===== config.mk =====
export PLATFORM = sky130hd
export DESIGN_NAME = ibmh_ctrl
export DESIGN_NICKNAME = d
export VERILOG_FILES = /design/src/rtl/ibmh_pkg.sv /design/src/rtl/ibmh_ctrl.sv
export SDC_FILE = /design/constraint.sdc
export NUM_CORES = 1
export LEC_CHECK = 0
export BUFFER_PORTS_ARGS = -buffer_cell sky130_fd_sc_hd__buf_4
export CAP_MARGIN = 20
export CORE_MARGIN = 4
export CORE_UTILIZATION = 55
export CTS_BUF_LIST = sky130_fd_sc_hd__clkbuf_8
export CTS_CLUSTER_SIZE = 10
export DETAILED_ROUTE_END_ITERATION = 7
export PLACE_DENSITY = 0.9
export SLEW_MARGIN = 5
export SYNTH_ARGS = -nofsm -noshare
export SYNTH_HDL_FRONTEND = slang
export SYNTH_SLANG_ARGS = --single-unit
export TNS_END_PERCENT = 20

===== constraint.sdc =====
create_clock -name clk -period 6.6 [get_ports clk]
set_input_delay 1.98 -clock clk [delete_from_list [all_inputs] [get_ports clk]]
set_output_delay 1.98 -clock clk [all_outputs]
set_load 0.02 [all_outputs]

===== src/rtl/ibmh_pkg.sv =====
`timescale 1ns / 1ps
package ibmh_pkg;

  // operation codes
  localparam logic [2:0] FN_INSERT = 3'd0;
  localparam logic [2:0] FN_ERASE  = 3'd1;
  localparam logic [2:0] FN_PEEK   = 3'd2;
  localparam logic [2:0] FN_POP    = 3'd3;
  localparam logic [2:0] FN_CLEAR  = 3'd4;

  // result status codes
  localparam logic [2:0] ST_OK      = 3'd0;
  localparam logic [2:0] ST_DUP     = 3'd1;
  localparam logic [2:0] ST_NOTPRES = 3'd2;
  localparam logic [2:0] ST_EMPTY   = 3'd3;
  localparam logic [2:0] ST_FULL    = 3'd4;

  // datapath micro-operations
  localparam logic [4:0] MOP_NONE        = 5'd0;
  localparam logic [4:0] MOP_WIPE        = 5'd1;
  localparam logic [4:0] MOP_ACCEPT      = 5'd2;
  localparam logic [4:0] MOP_READ_TOP    = 5'd3;
  localparam logic [4:0] MOP_INS_START   = 5'd4;
  localparam logic [4:0] MOP_ERASE_START = 5'd5;
  localparam logic [4:0] MOP_POP_START   = 5'd6;
  localparam logic [4:0] MOP_PEEK        = 5'd7;
  localparam logic [4:0] MOP_UP_RD       = 5'd8;
  localparam logic [4:0] MOP_UP_MOVE     = 5'd9;
  localparam logic [4:0] MOP_PLACE       = 5'd10;
  localparam logic [4:0] MOP_DN_RD       = 5'd11;
  localparam logic [4:0] MOP_DN_A        = 5'd12;
  localparam logic [4:0] MOP_DN_MOVE     = 5'd13;
  localparam logic [4:0] MOP_CL_INIT     = 5'd14;
  localparam logic [4:0] MOP_CL_RD       = 5'd15;
  localparam logic [4:0] MOP_CL_WR       = 5'd16;
  localparam logic [4:0] MOP_CL_END      = 5'd17;
  localparam logic [4:0] MOP_FIN         = 5'd18;

  typedef struct packed {
    logic [4:0] mop;
    logic       set_status;
    logic [2:0] status;
  } ibmh_cmd_t;

  typedef struct packed {
    logic [2:0] func;
    logic       bad_id;
    logic       present;
    logic       occ_zero;
    logic       occ_one;
    logic       full;
    logic       pos_lt_occ;
    logic       posv_one;
    logic       up_prec;
    logic       pos_half_gt1;
    logic       dn_has_child;
    logic       dn_move;
    logic       cl_last;
    logic       wipe_last;
    logic       out_free;
  } ibmh_stat_t;

endpackage


===== src/rtl/ibmh_ctrl.sv =====
`timescale 1ns / 1ps
module ibmh_ctrl
  import ibmh_pkg::*;
(
  input  logic       clk,
  input  logic       rst_n,
  input  logic       in_valid,
  input  ibmh_stat_t st,
  output logic       in_ready,
  output ibmh_cmd_t  cmd
);

  localparam logic [3:0] S_WIPE   = 4'd0;
  localparam logic [3:0] S_IDLE   = 4'd1;
  localparam logic [3:0] S_LOOK   = 4'd2;
  localparam logic [3:0] S_DECIDE = 4'd3;
  localparam logic [3:0] S_UP_RD  = 4'd4;
  localparam logic [3:0] S_UP_CMP = 4'd5;
  localparam logic [3:0] S_PLACE  = 4'd6;
  localparam logic [3:0] S_DN     = 4'd7;
  localparam logic [3:0] S_DN_A   = 4'd8;
  localparam logic [3:0] S_DN_B   = 4'd9;
  localparam logic [3:0] S_CL_RD  = 4'd10;
  localparam logic [3:0] S_CL_WR  = 4'd11;
  localparam logic [3:0] S_CL_END = 4'd12;
  localparam logic [3:0] S_FIN    = 4'd13;

  logic [3:0] state_r, state_nxt;
  logic       first_r, first_nxt;

  assign in_ready = (state_r == S_IDLE);

  always_comb begin
    state_nxt = state_r;
    first_nxt = first_r;
    cmd = '{mop: MOP_NONE, set_status: 1'b0, status: ST_OK};
    case (state_r)
      S_WIPE: begin
        cmd.mop = MOP_WIPE;
        if (st.wipe_last) begin
          state_nxt = S_IDLE;
        end
      end
      S_IDLE: begin
        if (in_valid) begin
          cmd.mop = MOP_ACCEPT;
          state_nxt = S_LOOK;
        end
      end
      S_LOOK: begin
        cmd.mop = MOP_READ_TOP;
        state_nxt = S_DECIDE;
      end
      S_DECIDE: begin
        state_nxt = S_FIN;
        first_nxt = 1'b0;
        case (st.func)
          FN_INSERT: begin
            if (st.bad_id) begin
              cmd.set_status = 1'b1;
              cmd.status = ST_NOTPRES;
            end else if (st.present) begin
              cmd.set_status = 1'b1;
              cmd.status = ST_DUP;
            end else if (st.full) begin
              cmd.set_status = 1'b1;
              cmd.status = ST_FULL;
            end else begin
              cmd.mop = MOP_INS_START;
              state_nxt = st.occ_zero ? S_PLACE : S_UP_RD;
            end
          end
          FN_ERASE: begin
            if (st.bad_id || !st.present || st.occ_zero) begin
              cmd.set_status = 1'b1;
              cmd.status = ST_NOTPRES;
            end else begin
              cmd.mop = MOP_ERASE_START;
              first_nxt = 1'b1;
              if (!st.pos_lt_occ) begin
                state_nxt = S_FIN;
              end else if (st.posv_one) begin
                state_nxt = S_DN;
              end else begin
                state_nxt = S_UP_RD;
              end
            end
          end
          FN_PEEK: begin
            if (st.occ_zero) begin
              cmd.set_status = 1'b1;
              cmd.status = ST_EMPTY;
            end else begin
              cmd.mop = MOP_PEEK;
            end
          end
          FN_POP: begin
            if (st.occ_zero) begin
              cmd.set_status = 1'b1;
              cmd.status = ST_EMPTY;
            end else begin
              cmd.mop = MOP_POP_START;
              state_nxt = st.occ_one ? S_FIN : S_DN;
            end
          end
          FN_CLEAR: begin
            if (!st.occ_zero) begin
              cmd.mop = MOP_CL_INIT;
              state_nxt = S_CL_RD;
            end
          end
          default: state_nxt = S_FIN;
        endcase
      end
      S_UP_RD: begin
        cmd.mop = MOP_UP_RD;
        state_nxt = S_UP_CMP;
      end
      S_UP_CMP: begin
        if (st.up_prec) begin
          cmd.mop = MOP_UP_MOVE;
          first_nxt = 1'b0;
          state_nxt = st.pos_half_gt1 ? S_UP_RD : S_PLACE;
        end else if (first_r) begin
          // erased slot does not rise, push it down instead
          first_nxt = 1'b0;
          state_nxt = S_DN;
        end else begin
          cmd.mop = MOP_PLACE;
          state_nxt = S_FIN;
        end
      end
      S_PLACE: begin
        cmd.mop = MOP_PLACE;
        state_nxt = S_FIN;
      end
      S_DN: begin
        if (st.dn_has_child) begin
          cmd.mop = MOP_DN_RD;
          state_nxt = S_DN_A;
        end else begin
          cmd.mop = MOP_PLACE;
          state_nxt = S_FIN;
        end
      end
      S_DN_A: begin
        cmd.mop = MOP_DN_A;
        state_nxt = S_DN_B;
      end
      S_DN_B: begin
        if (st.dn_move) begin
          cmd.mop = MOP_DN_MOVE;
          state_nxt = S_DN;
        end else begin
          cmd.mop = MOP_PLACE;
          state_nxt = S_FIN;
        end
      end
      S_CL_RD: begin
        cmd.mop = MOP_CL_RD;
        state_nxt = S_CL_WR;
      end
      S_CL_WR: begin
        cmd.mop = MOP_CL_WR;
        state_nxt = st.cl_last ? S_CL_END : S_CL_RD;
      end
      S_CL_END: begin
        cmd.mop = MOP_CL_END;
        state_nxt = S_FIN;
      end
      S_FIN: begin
        if (st.out_free) begin
          cmd.mop = MOP_FIN;
          state_nxt = S_IDLE;
        end
      end
      default: state_nxt = S_IDLE;
    endcase
  end

  always_ff @(posedge clk) begin
    if (!rst_n) begin
      state_r <= S_WIPE;
      first_r <= 1'b0;
    end else begin
      state_r <= state_nxt;
      first_r <= first_nxt;
    end
  end

endmodule


==> reports/summary.md, run 1 <==
### Hold path
- 2 — number of cells traversed by the worst hold path
- first_r — min-delay src
- flop to flop — Tightest Hold Check Type
- first_r — end of the worst hold path

### Global routing
- 1083 — vias in the first global route
- 0 — initial antenna violation count
- 0 — GRT overflow
- 25 — pin count of the biggest net entering global routing
- 0.232 — total global routing track utilization
- 4680 um — wire length of the first global-routing pass

### Timing
- 1.26 ns — post-route setup slack
- 0.809 — share of the clock period used by the worst path after layout
- 0 — max-slew violation total from the final report
- 0 — Final setup violation count
- 187 MHz — highest achievable clock rate
- 0.506 — remaining max-slew budget at the tightest pin
- 0 ns — setup TNS after final layout
- 0.00418 ns — skew final
- 0.499 ns — worst hold slack
- 0.740 ns — Slew @ Worst Pin
- no — RSZ-0062 raised after global routing
- 5.34 ns — Final min period
- 0 — Hold Violations, Final

### Setup path
- 2 — buffers and inverters on the worst path
- state_r[3] — capturing point of the worst reg2reg path
- state_r[3] — worst reg2reg path startpoint
- sky130_fd_sc_hd__or4b_4 — Crit-path slowest cell
- 0.56 ns — maximum cell stage delay along the critical path
- buf_4 > or4b_4 > a21oi_2 > a21oi_1 > a221oi_2 > buf_4 — CP Cell Sequence
- sky130_fd_sc_hd__buf_4 — CP dominant cell by count
- output port — Critical Path Sink Type
- simple AND/OR/NAND/NOR gates — delay-heaviest family, CP
- 3.36 ns — endpoint arrival time on the critical path
- 4.62 ns — data required time of the critical path
- primary input — startpoint types
- 4 — cells on worst reg2reg path
- 4.71 ns — worst reg2reg setup slack
- primary input to output port — start-to-end type of the worst setup path
- 6 — critical path depth in cells
- 11 — Max Fanout on Critical Path

### Logic synthesis
- 0 — share of flip-flops with an asynchronous set or reset
- 45 — Unique masters post-synth
- 947 um2 — post-synth design cell area
- 163 — net count after synthesis
- 6.62 um2 — mean instance size in the synthesized netlist
- 0 — synth warn
- sky130_fd_sc_hd__dfxtp_1 — dominant synthesized flop cell
- 5 — Synth Register Bits
- 143 — gate count after technology mapping
- 0 — count of flip-flops with a built-in enable after synthesis
- 0.106 — sequential-to-total area share from yosys stat

### Clock tree
- 0 — quantity of hold-fixing buffers added after cts
- 0.22 ns — Clk Latency, worst-skew pair
- done — clock tree from TritonCTS
- 0.03 ns — Clk pin slew, worst setup/hold paths
- 2 — number of buffers on the longest clock path
- 5 — Sinks on Clock Net
- 0 — number of gates resized after cts
- 1 — number of H-tree branching levels
- sky130_fd_sc_hd__clkbuf_8 — CTS root buffer
- 3 — total clock buffers created by CTS
- 0 — number of setup buffers added after CTS

### Detailed routing
- 4 — first-pass iteration count of the detailed router
- 2820 um — routed wire length
- 15.7 um — Routed WL per cell
- 1184 — vias after detailed routing
- 40 — count of routing violations after the opening detailed-route iteration
- 0 — remaining design rule violation count
- 6.58 — routed vias/inst
- 0 — Antenna Nets Post-Route

### Placement
- 1.28 ns — pre-CTS setup slack
- 29 — buffers added on ports
- 0.895 — GPL Wtd Cong
- 1110 um2 — post-place instance area
- 2100 um — detailed placer's ending HPWL

### Final layout
- 0.742 — Finished Core Util
- 0.268 — layout cells sized above 1
- 22.1% — Area Growth Syn to Fin
- 1160 um2 — post-layout instance area
- 739 um2 — multi-input combinational cell area
- sky130_fd_sc_hd__buf_4, sky130_fd_sc_hd__a21oi_1, sky130_fd_sc_hd__nand2_1 — most frequent cells in the layout
- sky130_fd_sc_hd__buf_4 — most frequent standard cell in the layout excluding fill and tap cells
- 185 — final layout net count
- 0 — ANT cells
- 100 um2 — Sequential Area
- 133 — fill cell instance count of the final layout

### Floorplan
- 49.5 um — die width
- 1560 um2 — CORE AREA
- 30 — number of ports placed on the die boundary
- 2450 um2 — die area
- 49.5 um — vertical die dimension
- 14 — row count
- 0.608 — effective utilization at floorplan

### Pwr
- 0.000127 V — maximum VDD drop
- 148 nW/um2 — areal power density over the cells
- 0.483 nW — standby leakage power

### Flow run
- 0 — max-cap violations

### Run status
- completed — result of the run

[how the worst max path moves through the flow]
stage                        end   start  slack (ns)
after floorplan           cmd[5]  st[15]        1.18
after global placement    cmd[7]  st[15]        1.30
after detailed placement  cmd[7]  st[15]        1.28
after CTS                 cmd[7]  st[15]        1.28
after global routing      cmd[7]  st[15]        1.21
final                     cmd[7]  st[15]        1.26
[per-layer routing]
layer	global-route usage	share of wire	vias to the layer above
met3	0.0482	0.076	4
met2	0.424	0.52	59
met1	0.264	0.38	542
met4	0.0829	0.015	0
met5	0	0	-
li1	-	-	579
[logic make-up after synthesis]
group,synth area share
compound gates,0.413
simple gates,0.333
buf+inv,0.114
flops,0.106
mux,0.0343
[worst reg2reg max path: stages (launching register included)]
cell                       delay, ns
sky130_fd_sc_hd__dfxtp_1        0.77
sky130_fd_sc_hd__nand2b_1       0.29
sky130_fd_sc_hd__o32ai_1        0.16
sky130_fd_sc_hd__a222oi_1       0.43
sky130_fd_sc_hd__o22ai_1        0.13
[synth_stat cells (2+ instances only)]
cell type	count	area (um2)
sky130_fd_sc_hd__nand3_1	6	30.0
sky130_fd_sc_hd__o311ai_0	2	17.5
sky130_fd_sc_hd__a21o_1	4	30.0
sky130_fd_sc_hd__o21a_1	2	15.0
sky130_fd_sc_hd__o22ai_1	2	12.5
sky130_fd_sc_hd__o21ai_0	8	40.0
sky130_fd_sc_hd__nor2_1	6	22.5
sky130_fd_sc_hd__or2_2	2	12.5
sky130_fd_sc_hd__a211oi_1	4	30.0
sky130_fd_sc_hd__a21oi_1	16	80.1
sky130_fd_sc_hd__dfxtp_1	5	100
sky130_fd_sc_hd__nand4_1	2	12.5
sky130_fd_sc_hd__a22oi_1	2	15.0
sky130_fd_sc_hd__nand2_1	15	56.3
sky130_fd_sc_hd__a31oi_1	2	12.5
sky130_fd_sc_hd__and2_1	2	12.5
sky130_fd_sc_hd__nand2b_1	7	43.8
sky130_fd_sc_hd__o41ai_1	2	17.5
sky130_fd_sc_hd__nor2b_1	5	31.3
sky130_fd_sc_hd__buf_6	2	22.5
sky130_fd_sc_hd__nor3_1	5	25.0
sky130_fd_sc_hd__buf_2	8	40.0
sky130_fd_sc_hd__o211ai_1	2	15.0
sky130_fd_sc_hd__mux2_2	2	22.5
sky130_fd_sc_hd__inv_1	9	33.8
sky130_fd_sc_hd__a41oi_1	2	17.5
[area by class of cell]
class | count | share of cell area
sequential | 5 | 0.0866
clock inverter | 1 | 0.00325
timing repair buffer | 29 | 0.188
clock buffer | 3 | 0.0357
multi-input combinational | 117 | 0.640
tap | 16 | 0.0173
inverter | 9 | 0.0292
[per-stage QoR]
step	power, mW	instances
6_report	0.171	180
5_1_grt	0.183	180
4_1_cts	0.170	180
3_5_place_dp	0.115	176
3_3_place_gp	0.113	176
2_1_floorplan	0.0909	143
[registers in the layout (all words and copies together) (netlist names)]
name     cells
state_r      4
first_r      1
[where the power goes]
group / switching [mW] / total, mW / internal [mW]
logic: 0.0379 / 0.0717 / 0.0338
clock network: 0.0152 / 0.0551 / 0.0399
registers: 0.0120 / 0.0444 / 0.0325
No activity file was read; power rests on OpenSTA's default activity.
==> inputs of run 2 (changes only) <==
--- a/config.mk
+++ b/config.mk
@@ -5,14 +5,15 @@
 export SDC_FILE = /design/constraint.sdc
 export NUM_CORES = 1
 export LEC_CHECK = 0
+export ABC_AREA = 1
 export BUFFER_PORTS_ARGS = -buffer_cell sky130_fd_sc_hd__buf_4
 export CAP_MARGIN = 20
 export CORE_MARGIN = 4
-export CORE_UTILIZATION = 55
+export CORE_UTILIZATION = 52
 export CTS_BUF_LIST = sky130_fd_sc_hd__clkbuf_8
 export CTS_CLUSTER_SIZE = 10
 export DETAILED_ROUTE_END_ITERATION = 7
-export PLACE_DENSITY = 0.9
+export PLACE_DENSITY = 0.87
 export SLEW_MARGIN = 5
 export SYNTH_ARGS = -nofsm -noshare
 export SYNTH_HDL_FRONTEND = slang
==> constraint.sdc (replaced) <==
create_clock -name clk -period 5.55 [get_ports clk]
set_input_delay 1.665 -clock clk [delete_from_list [all_inputs] [get_ports clk]]
set_output_delay 1.665 -clock clk [all_outputs]
set_load 0.02 [all_outputs]
==> run 2 against run 1 <==
Worst hold slack improved by 0.044 ns. Synthesized area is 7.4% lower. Sequential share of layout area about the same. Wire length decreased by 2.4%.
==> reports/summary.md, run 2 <==
### Run status
- completed — result of the run

### Setup path
- sky130_fd_sc_hd__a21boi_0 — Crit-path slowest cell
- state_r[0] — worst reg2reg path startpoint
- state_r[3] — capturing point of the worst reg2reg path
- 0.28 ns — maximum cell stage delay along the critical path, -0.28 ns
- primary input to output port — start-to-end type of the worst setup path
- buf_4 > inv_1 > nand3_1 > a21boi_0 > nand2_1 > o21ai_0 > nand3_1 > buf_4 — CP Cell Sequence
- primary input — startpoint types
- 3 — buffers and inverters on the worst path, +1
- 4.15 ns — worst reg2reg setup slack, -0.56 ns
- 3.88 ns — data required time of the critical path, -0.74 ns
- 9 — cells on worst reg2reg path, +5
- 2.77 ns — endpoint arrival time on the critical path, -0.59 ns
- compound AO/OA/AOI/OAI gates — delay-heaviest family, CP
- 5 — Max Fanout on Critical Path, -6
- output port — Critical Path Sink Type

### Logic synthesis
- sky130_fd_sc_hd__dfxtp_1 — dominant synthesized flop cell
- 0.218 — proportion of netlist area held by the largest area contributor, +0.113
- 877 um2 — post-synth design cell area, -7.4%
- 0 — count of flip-flops with a built-in enable after synthesis, unchanged
- 21 — Unique masters post-synth, -53%
- 0 — share of flip-flops with an asynchronous set or reset, unchanged
- 4.90 um2 — mean instance size in the synthesized netlist, -26%
- 179 — gate count after technology mapping, +25%
- sky130_fd_sc_hd__nand2_1 — cell type contributing the most total cell area after synthesis
- sky130_fd_sc_hd__nand2_1, sky130_fd_sc_hd__nor2_1, sky130_fd_sc_hd__inv_1, sky130_fd_sc_hd__nand3_1, sky130_fd_sc_hd__o21ai_0 — top cell types by occurrence after synthesis
- 199 — net count after synthesis, +22%
- 0.114 — sequential-to-total area share from yosys stat, +0.00844
- sky130_fd_sc_hd__nand2_1 — most numerous cell in the Yosys netlist
- 0 — synth warn, unchanged
- 5 — Synth Register Bits, unchanged
- sky130_fd_sc_hd__nand2_1, sky130_fd_sc_hd__nor2_1, sky130_fd_sc_hd__inv_1, sky130_fd_sc_hd__dfxtp_1, sky130_fd_sc_hd__nand3_1 — Synth area leaders

### Clock tree
- 3 — total clock buffers created by CTS, unchanged
- 5 — Sinks on Clock Net, unchanged
- 0 — number of setup buffers added after CTS, unchanged
- 0 — number of gates resized after cts, unchanged
- sky130_fd_sc_hd__clkbuf_8 — CTS root buffer
- 0.22 ns — Clk Latency, worst-skew pair, about the same
- 0.03 ns — Clk pin slew, worst setup/hold paths, about the same
- 2 — number of buffers on the longest clock path, unchanged
- 0 — quantity of hold-fixing buffers added after cts, unchanged
- 1 — number of H-tree branching levels, unchanged
- done — clock tree from TritonCTS

### Timing
- 0 ns — setup TNS after final layout, unchanged
- 0.777 — remaining max-slew budget at the tightest pin, +0.271
- no — RSZ-0062 raised after global routing
- 0 — Final setup violation count, unchanged
- 226 MHz — highest achievable clock rate
- 0.331 ns — Slew @ Worst Pin, -0.409 ns
- 0.543 ns — worst hold slack, +0.0442 ns
- 4.43 ns — Final min period
- 0.000863 ns — skew final, -0.00332 ns
- 0.798 — share of the clock period used by the worst path after layout
- 0 — max-slew violation total from the final report, unchanged
- 0 — Hold Violations, Final, unchanged

### Floorplan
- 49.1 um — vertical die dimension, -0.87%
- 49.1 um — die width, -0.87%
- 2410 um2 — die area, -1.7%
- 1540 um2 — CORE AREA, -1.1%
- 30 — number of ports placed on the die boundary, unchanged
- 14 — row count, unchanged
- 0.569 — effective utilization at floorplan, -0.0386

### Global routing
- 0.239 — total global routing track utilization, +0.00718
- 0 — GRT overflow, unchanged
- 0 — initial antenna violation count, unchanged
- 9 — pin count of the biggest net entering global routing, -64%
- 4820 um — wire length of the first global-routing pass, +2.9%
- 1164 — vias in the first global route, +7.5%

### Hold path
- first_r — min-delay src
- flop to flop — Tightest Hold Check Type
- first_r — end of the worst hold path
- 2 — number of cells traversed by the worst hold path, unchanged

### Final layout
- 1150 um2 — post-layout instance area, -0.32%
- 232 — final layout net count, +25%
- sky130_fd_sc_hd__nand2_1, sky130_fd_sc_hd__nor2_1, sky130_fd_sc_hd__inv_1, sky130_fd_sc_hd__buf_4, sky130_fd_sc_hd__nand3_1 — most frequent cells in the layout
- 0 — ANT cells, unchanged
- 0.213 — layout cells sized above 1, -0.0550
- 31.4% — Area Growth Syn to Fin
- state_r — Reg with most FFs
- 4 — flip-flop count of the largest register, all copies and words added, unchanged
- sky130_fd_sc_hd__nand2_1 — most frequent standard cell in the layout excluding fill and tap cells
- state_r (4), first_r (1) — Top Registers

### Detailed routing
- 219 um — total met3 wirelength after detailed routing, +2.3%
- 12.1 um — Routed WL per cell, -23%
- 44 — count of routing violations after the opening detailed-route iteration, +10%
- 0 — remaining design rule violation count, unchanged
- met4 — Top Metal Used
- 1320 um — wire length on met2, -11%
- 5.50 — routed vias/inst, -16%
- 0 — Antenna Nets Post-Route, unchanged
- 1249 — vias after detailed routing, +5.5%
- 4 — first-pass iteration count of the detailed router, unchanged
- 2760 um — routed wire length, -2.4%
- 1210 um — DRT met1 WL, +11%

### Flow run
- 0 — max-cap violations, unchanged

### Pwr
- 0.000282 V — maximum VDD drop, +120%
- 327 nW/um2 — areal power density over the cells, +120%
- 0.664 nW — standby leakage power, +37%

### Placement
- 1110 um2 — post-place instance area, -0.34%
- 29 — buffers added on ports, unchanged
- 0.904 — GPL Wtd Cong, +1.1%
- 2300 um — detailed placer's ending HPWL, +9.8%

run 2: cell count changes in the layout (fill, tap and decap cells not counted), sizes merged, moves of 3 or more:
cell    change
nor2       +30
o21ai       +3
nand3      +14
inv        +23
nor2b       -5
nand2      +38
a21o        -4
nand2b      -7
a211oi      -3
a21oi      -11
run 2: worst max-delay path by stage:
stage	startpoint	end	depth (start not counted)
final	st[11]	cmd[6]	8
after global routing	st[11]	cmd[6]	8
after CTS	st[11]	cmd[6]	8
after detailed placement	st[11]	cmd[6]	8
after global placement	st[11]	cmd[6]	8
after floorplan	st[14]	cmd[6]	7
run 2: logic make-up after synthesis:
logic type,Yosys count,share of synthesized area
buffers and inverters,33,0.146
AOI/OAI and AO/OA,20,0.123
and+or+nand+nor,121,0.618
DFF,5,0.114
run 2: routing by layer:
layer / track usage / vias to the layer above
met3: 0.0489 / 2
met4: 0.0897 / 0
met1: 0.317 / 554
li1: - / 631
met5: 0 / -
met2: 0.376 / 62
run 2: final cells by class:
| cell class | count | area (um2) |
|---|---|---|
| multi-input cells | 141 | 649 |
| fillers | 124 | 389 |
| repair buffers | 29 | 218 |
| inverters | 32 | 120 |
| flip-flops and latches | 5 | 100 |
| clock buffers | 3 | 41.3 |
| well taps | 16 | 20.0 |
| clock inverters | 1 | 3.75 |
run 2: power breakdown:
part	internal [mW]	switching, mW
clock network	0.0472	0.0156
logic	0.0906	0.158
registers	0.0468	0.0181
run 2: stage by stage:
step                      power [mW]  std cells   util  worst slack (ns)
after global placement         0.304        223  0.718              1.21
after CTS                      0.376        227  0.748              1.15
after global routing           0.413        227  0.748             0.987
after detailed placement       0.309        223  0.718              1.16
final                          0.377        227  0.748              1.12
after floorplan                0.228        179      -              1.35
run 2: worst min-delay path: cells and delay by family (launching register included):
kind | cells | cell delay, ns
AND/OR/NAND/NOR | 2 | 0.16
flip-flops | 1 | 0.33
